## config.mk

```make
export PLATFORM = sky130hd
export DESIGN_NAME = msdp_ctrl
export DESIGN_NICKNAME = d
export VERILOG_FILES = /design/src/rtl/msdp_pkg.sv /design/src/rtl/msdp_ctrl.sv
export SDC_FILE = /design/constraint.sdc
export NUM_CORES = 1
export LEC_CHECK = 0
export ABC_CLOCK_PERIOD_IN_PS = 1350
export BUFFER_PORTS_ARGS = -buffer_cell sky130_fd_sc_hd__buf_4
export CORE_AREA = 5 5 42 44
export CTS_CLUSTER_SIZE = 12
export DETAILED_ROUTE_END_ITERATION = 6
export DIE_AREA = 0 0 47 49
export GPL_TIMING_DRIVEN = 0
export PLACE_DENSITY = 0.54
export SETUP_SLACK_MARGIN = 0.05
export SYNTH_ARGS = -nofsm -noshare
export SYNTH_HDL_FRONTEND = slang
export SYNTH_SLANG_ARGS = --single-unit
```

## constraint.sdc

```tcl
create_clock -name clk -period 1.35 [get_ports clk]
set_input_delay 0.27 -clock clk [delete_from_list [all_inputs] [get_ports clk]]
set_output_delay 0.27 -clock clk [all_outputs]
set_load 0.05 [all_outputs]
```

## src/rtl/msdp_pkg.sv

```systemverilog
// ----------------------------------------------------------------------------
// msdp_pkg
// Shared types, constants and helpers of the masked seam finder.
// ----------------------------------------------------------------------------
package msdp_pkg;

    // default sizes
    localparam int DEF_MAX_COLUMNS = 1024;
    localparam int DEF_MAX_ROWS    = 64;
    localparam int DEF_COST_WIDTH  = 32;

    // stream field widths
    localparam int ENERGY_W    = 8;
    localparam int SEAM_COL_W  = 10;
    localparam int SEAM_ROW_W  = 6;
    localparam int OUT_DATA_W  = SEAM_COL_W + SEAM_ROW_W;

    // configuration registers
    localparam int CFG_COLS_W   = 11;
    localparam int CFG_ROWS_W   = 7;
    localparam int MASK_COST_W  = 24;
    localparam int CFG_DATA_W   = 24;
    localparam int CFG_INDEX_W  = 2;

    localparam logic [CFG_INDEX_W-1:0] CFG_COLUMNS_IN_USE = 2'd0;
    localparam logic [CFG_INDEX_W-1:0] CFG_ROWS_IN_USE    = 2'd1;
    localparam logic [CFG_INDEX_W-1:0] CFG_MASKED_COST    = 2'd2;

    localparam logic [CFG_COLS_W-1:0]  CFG_COLS_RESET   = 11'd1024;
    localparam logic [CFG_ROWS_W-1:0]  CFG_ROWS_RESET   = 7'd64;
    localparam logic [MASK_COST_W-1:0] CFG_MASKED_RESET = 24'hFFFFFF;

    // upper neighbour taken by a cell
    typedef enum logic [1:0] {
        CH_CENTRE = 2'd0,
        CH_LEFT   = 2'd1,
        CH_RIGHT  = 2'd2
    } choice_t;

    typedef enum logic [2:0] {
        ST_IDLE,
        ST_RD_FIRST,
        ST_RD_NEXT,
        ST_CALC,
        ST_WRITE,
        ST_EMIT,
        ST_BT_STEP
    } ctrl_state_t;

    typedef struct packed {
        logic capture;
        logic rd_first;
        logic rd_next;
        logic load_c;
        logic calc;
        logic write;
        logic seam_read;
        logic seam_step;
    } dp_cmd_t;

    typedef struct packed {
        logic px_top;
        logic px_first;
        logic px_last;
        logic cur_top;
        logic cur_first;
        logic cur_last;
        logic cur_bottom;
        logic seam_top;
    } dp_status_t;

    // index width for a given depth, at least one bit
    function automatic int idx_w(input int depth);
        return (depth > 1) ? $clog2(depth) : 1;
    endfunction

endpackage

```

## src/rtl/msdp_ctrl.sv

```systemverilog
// ----------------------------------------------------------------------------
// msdp_ctrl
// Sequencer for pixel update, cost memory reads and seam backtrack.
// ----------------------------------------------------------------------------
module msdp_ctrl
    import msdp_pkg::*;
(
    input  logic       clk,
    input  logic       rst_n,
    input  logic       s_tvalid,
    output logic       s_tready,
    output logic       m_tvalid,
    input  logic       m_tready,
    input  dp_status_t status,
    output dp_cmd_t    cmd
);

    ctrl_state_t state_reg;
    ctrl_state_t state_next;

    always_ff @(posedge clk or negedge rst_n)
    begin
        if (!rst_n)
        begin
            state_reg <= ST_IDLE;
        end
        else
        begin
            state_reg <= state_next;
        end
    end

    always_comb
    begin
        state_next = state_reg;
        cmd        = '0;
        s_tready   = 1'b0;
        m_tvalid   = 1'b0;
        unique case (state_reg)
            ST_IDLE:
            begin
                s_tready = 1'b1;
                if (s_tvalid)
                begin
                    cmd.capture = 1'b1;
                    priority if (status.px_top)
                    begin
                        state_next = ST_WRITE;
                    end
                    else if (status.px_first)
                    begin
                        state_next = ST_RD_FIRST;
                    end
                    else if (status.px_last)
                    begin
                        state_next = ST_CALC;
                    end
                    else
                    begin
                        state_next = ST_RD_NEXT;
                    end
                end
            end
            ST_RD_FIRST:
            begin
                cmd.rd_first = 1'b1;
                state_next   = ST_RD_NEXT;
            end
            ST_RD_NEXT:
            begin
                cmd.rd_next = 1'b1;
                cmd.load_c  = status.cur_first;
                state_next  = ST_CALC;
            end
            ST_CALC:
            begin
                cmd.calc   = 1'b1;
                state_next = ST_WRITE;
            end
            ST_WRITE:
            begin
                cmd.write = 1'b1;
                if (status.cur_last && status.cur_bottom)
                begin
                    state_next = ST_EMIT;
                end
                else
                begin
                    state_next = ST_IDLE;
                end
            end
            ST_EMIT:
            begin
                m_tvalid = 1'b1;
                if (m_tready)
                begin
                    if (status.seam_top)
                    begin
                        state_next = ST_IDLE;
                    end
                    else
                    begin
                        cmd.seam_read = 1'b1;
                        state_next    = ST_BT_STEP;
                    end
                end
            end
            ST_BT_STEP:
            begin
                cmd.seam_step = 1'b1;
                state_next    = ST_EMIT;
            end
            default:
            begin
                state_next = ST_IDLE;
            end
        endcase
    end

    a_no_overlap: assert property (@(posedge clk) disable iff (!rst_n)
        !(s_tready && m_tvalid))
        else $error("input and output side active together");

    a_emit_entry: assert property (@(posedge clk) disable iff (!rst_n)
        $rose(m_tvalid) |-> ($past(state_reg) == ST_WRITE) || ($past(state_reg) == ST_BT_STEP))
        else $error("seam transaction offered from wrong state");

endmodule

```

Word-level counts from Yosys, hierarchy flattened
Index checks and enable logic that the tools add are counted.
{ "op_classes": {"eq_ne": 8, "n_mux": 20, "reduce_logical": 3} }
{ "op_table": {"columns": ["op", "n"], "rows": [
  ["$pmux W3 S7", 1],
  ["$mux W3", 6],
  ["$mux W1", 12],
  ["$eq A3 B3 Y1 const B", 3],
  ["$eq A3 B2 Y1 const B", 2],
  ["$ne A2 B2 Y1 const B", 2],
  ["$eq A3 B1 Y1 const B", 1],
  ["$logic_not A3 Y1", 1],
  ["$mux W2", 1],
  ["$reduce_and A2 Y1", 1],
  ["$logic_and A1 B1 Y1", 1]
]} }
{ "totals": {"regBits": 3, "inputBits": 12, "output_inout_bits": 10, "word_cells": 32} }

Logic depth before layout (Yosys ltp)
{ "depth": {"depth_word": 5, "depth_mapped": 5, "depth_no_buf": 3} }

Worst setup path after synthesis
Ideal clock, no wire load.
{ "synth_path": {"path_type": "register -> output", "startpoint": "reg state_reg[1]", "endpoint": "out cmd[4] in the netlist's numbering", "t_arrival_ps": 2216, "required_ps": 1080, "setup_slack_ps": -1136, "path_stages_with_launch": 4, "n_path_buf": 1, "cell_sequence": "dfrtp_1 -> buf_4 -> nor3b_1 -> and2_1"} }
{ "synth_rtl": {"columns": ["item", "line_no", "rtl"], "rows": [
  ["start: declaration", "msdp_ctrl.sv:18", "ctrl_state_t state_reg;"],
  ["start signal: assignment", "msdp_ctrl.sv:29", "state_reg <= state_next;"],
  ["end: declaration", "msdp_ctrl.sv:15", "output dp_cmd_t cmd"]
]} }

==> impl_metrics.prom <==
# TYPE chip_impl_metric gauge
chip_impl_info{name="status",value="finished, violations left"} 1
chip_impl_info{name="violated_checks",value="negative setup slack"} 1
chip_impl_metric{name="track_usage",unit="%"} 11.5
chip_impl_metric{name="timing.max_slew.rel_slack",unit="%"} 84.7
chip_impl_metric{name="worst_slack",unit="ps"} -242
chip_impl_metric{name="dp_slack",unit="ps"} -89.6
chip_impl_metric{name="synth_enable_flop_cells",unit=""} 0
chip_impl_metric{name="syn-instance-count",unit=""} 37
chip_impl_metric{name="antenna_left",unit=""} 0
chip_impl_metric{name="totalNegativeSetupSlack",unit="ps"} -1450
chip_impl_metric{name="fp.coreArea",unit="mm²"} 0.00140
chip_impl_metric{name="start_util",unit="%"} 23.0
chip_impl_metric{name="data_arrival_time_of_the_worst_path",unit="ps"} 1320
chip_impl_metric{name="power_per_cell_area",unit="mW/mm²"} 2530
chip_impl_metric{name="multi_input_logic_area",unit="µm²"} 298
chip_impl_info{name="min-delay-path-class",value="primary input to async pin"} 1
chip_impl_metric{name="r2r_slack",unit="ps"} 10
chip_impl_metric{name="layout_area_overhead",unit="%"} 136
chip_impl_metric{name="syn_nets",unit=""} 49
chip_impl_metric{name="dieHeight",unit="µm"} 49
chip_impl_metric{name="clock_skew",unit="ps"} 3.28
chip_impl_metric{name="grt.overflow.total",unit=""} 0
chip_impl_metric{name="die-width",unit="µm"} 47
chip_impl_info{name="worstReg2RegStart",value="state_reg[0]"} 1
chip_impl_metric{name="largest_reg_flops",unit=""} 3
chip_impl_metric{name="filler_cell_count",unit=""} 136
chip_impl_metric{name="final_max_slew_viol_count",unit=""} 0
chip_impl_metric{name="ys.warnings.count",unit=""} 0
chip_impl_metric{name="antenna-diode-count",unit=""} 0
chip_impl_metric{name="share_of_async_settable_or_async_resettable_flops_after_synthesis",unit="%"} 100
chip_impl_metric{name="clock_tree.buffer_depth",unit=""} 2
chip_impl_info{name="rsz_0062_raised_after_global_routing",value="true"} 1
chip_impl_metric{name="antenna_found_initial",unit=""} 0
chip_impl_metric{name="post_drt_via_cell_ratio",unit=""} 4.69
chip_impl_info{name="tritoncts",value="yes"} 1
chip_impl_info{name="setup.worst_path.end_class",value="output pin"} 1
chip_impl_metric{name="yosysUniqueCellTypes",unit=""} 22
chip_impl_metric{name="dr_total_vias",unit=""} 408
chip_impl_metric{name="reg2regPathDepth",unit=""} 4
chip_impl_metric{name="synth_sequential_area_ratio",unit="%"} 23.3
chip_impl_info{name="netlist_top_cells_area",value="sky130_fd_sc_hd__dfrtp_1 (23%), sky130_fd_sc_hd__and3b_1 (8.1%), sky130_fd_sc_hd__buf_4 (7.0%)"} 1
chip_impl_metric{name="period_minus_slack",unit="ps"} 1590
chip_impl_metric{name="portBuffers",unit=""} 20
chip_impl_metric{name="grt_max_degree",unit=""} 9
chip_impl_metric{name="routed_wire_length_per_instance",unit="µm"} 12.5
chip_impl_metric{name="postSynthRegisterBits",unit=""} 3
chip_impl_metric{name="finalWeightedCongestion",unit=""} 0.711
chip_impl_metric{name="critical_path_required",unit="ps"} 1080
chip_impl_info{name="reg2reg_to",value="state_reg[2]"} 1
chip_impl_metric{name="grt_pass1_wl",unit="µm"} 1950
chip_impl_metric{name="cap_violations",unit=""} 0
chip_impl_metric{name="ir_drop",unit="µV"} 1400
chip_impl_info{name="critical_path.startpoint_type",value="flip-flop"} 1
chip_impl_metric{name="tightestPinTransition",unit="ps"} 227
chip_impl_metric{name="firstDrtPassIters",unit=""} 2
chip_impl_metric{name="synth_largest_type_area_fraction",unit="%"} 23.3
chip_impl_metric{name="post_synth.cell_area_avg",unit="µm²"} 8.72
chip_impl_metric{name="hold_viol",unit=""} 0
chip_impl_info{name="critPathKind",value="flip-flop to output pin"} 1
chip_impl_metric{name="finalNetCount",unit=""} 84
chip_impl_info{name="ys_dominant_reg_cell",value="sky130_fd_sc_hd__dfrtp_1"} 1
chip_impl_metric{name="setup_viol_count_final",unit=""} 10
chip_impl_metric{name="h-tree-depth",unit=""} 1
chip_impl_metric{name="p_leak",unit="nW"} 0.351
chip_impl_metric{name="floorplan.rows",unit=""} 14
chip_impl_metric{name="layout-drive-gt1-share",unit="%"} 74.6
chip_impl_metric{name="ff_latch_area",unit="µm²"} 77.6
chip_impl_metric{name="via_count_of_the_first_global_routing_pass",unit=""} 415
chip_impl_metric{name="drcViolationCount",unit=""} 0
chip_impl_metric{name="fp.dieArea",unit="mm²"} 0.00230
chip_impl_metric{name="numClockSinks",unit=""} 3
chip_impl_metric{name="drt_iter0_drc",unit=""} 3
chip_impl_metric{name="postRouteWirelength",unit="µm"} 1090
chip_impl_metric{name="clkSlewWorstSetupHoldPaths",unit="ps"} 40
chip_impl_metric{name="half_perimeter_wire_length_after_detailed_placement",unit="µm"} 706
chip_impl_metric{name="num_io_pins",unit=""} 22
chip_impl_info{name="synthDominantAreaCellType",value="sky130_fd_sc_hd__dfrtp_1"} 1
chip_impl_metric{name="maxClockFrequency",unit="MHz"} 628
chip_impl_metric{name="timing.final.crit_share",unit="%"} 118
chip_impl_metric{name="crit_path_max_fanout",unit=""} 8
chip_impl_info{name="clock-root-buffer",value="sky130_fd_sc_hd__clkbuf_4"} 1
chip_impl_metric{name="tritoncts.num_buffers",unit=""} 3
chip_impl_metric{name="worst_skew_pair.late_latency",unit="ps"} 230
chip_impl_metric{name="netlist_area",unit="µm²"} 323
## worst max-delay path, stage by stage, from the launching register on
cell	delay [ps]
sky130_fd_sc_hd__dfrtp_1	360
sky130_fd_sc_hd__buf_6	130
sky130_fd_sc_hd__buf_8	130
sky130_fd_sc_hd__and4b_4	320
sky130_fd_sc_hd__buf_8	140
## metal layers
metal / GRT usage [%] / vias up / share of wire [%]
li1: - / 207 / -
met3: 4.06 / 0 / 6.3
met1: 15.0 / 191 / 42
met5: 0 / - / 0
met2: 17.0 / 10 / 52
met4: 4.15 / 0 / 0
## what timing repair did
action,4_1_cts,5_1_grt
cloned,1,0
resized for setup,22,3
setup endpoints to repair,10,12
endpoints found under the hold margin,3,0
setup buffers,8,1
pin swaps,5,2
hold buffers,1,0
## worst max-delay path by stage
stage,start,endpoint,slack (ps),cells after the start
global placement,state_reg[1],cmd[1],-90,4
global route,state_reg[1],cmd[1],-280,4
finish,state_reg[1],cmd[1],-240,4
CTS,state_reg[1],cmd[1],-250,4
floorplan,state_reg[1],cmd[7],-240,3
detailed placement,state_reg[1],cmd[1],-90,4
## power by group
group	switching, mW	internal [mW]
sequential	0.0819	0.139
clock	0.0462	0.111
combinational	0.771	0.779
total	0.899	1.03
## per-stage QoR
stage	cells	area [µm²]	total power [mW]	util, %	hold slack, ps
floorplan	37	395	1.11	-	-25.6
detailed placement	73	566	1.36	40.4	61.5
global placement	73	566	1.36	40.4	59.9
finish	87	762	1.93	54.4	360
CTS	87	748	1.89	53.4	352
global route	87	762	2.05	54.4	366
## placed cells by master (no fill, tap or decap), types with 2 or more instances in the layout
cell | Yosys | final
sky130_fd_sc_hd__buf_4 | 3 | 17
sky130_fd_sc_hd__buf_6 | 0 | 10
sky130_fd_sc_hd__buf_8 | 0 | 6
sky130_fd_sc_hd__nor3b_4 | 0 | 4
sky130_fd_sc_hd__clkbuf_4 | 0 | 3
sky130_fd_sc_hd__and3b_2 | 0 | 2
sky130_fd_sc_hd__and2_4 | 0 | 2
sky130_fd_sc_hd__a21oi_1 | 2 | 2
sky130_fd_sc_hd__nor2_1 | 3 | 2
sky130_fd_sc_hd__o21ai_0 | 2 | 2
sky130_fd_sc_hd__nor3_1 | 3 | 2
sky130_fd_sc_hd__dfrtp_2 | 0 | 2
## kinds of logic after synthesis
family | after synthesis | synth area share, %
flops | 3 | 23.3
buf+inv | 4 | 8.53
compound gates | 10 | 22.9
simple gates | 20 | 45.3
## final cells by class
| class | count | area share [%] |
|---|---|---|
| buffer | 4 | 6.40 |
| tap | 16 | 2.63 |
| timing repair buffer | 30 | 38.3 |
| clock buffer | 4 | 3.45 |
| sequential | 3 | 10.2 |
| multi-input combinational | 30 | 39.1 |
Power figures use the tool's default switching activity.
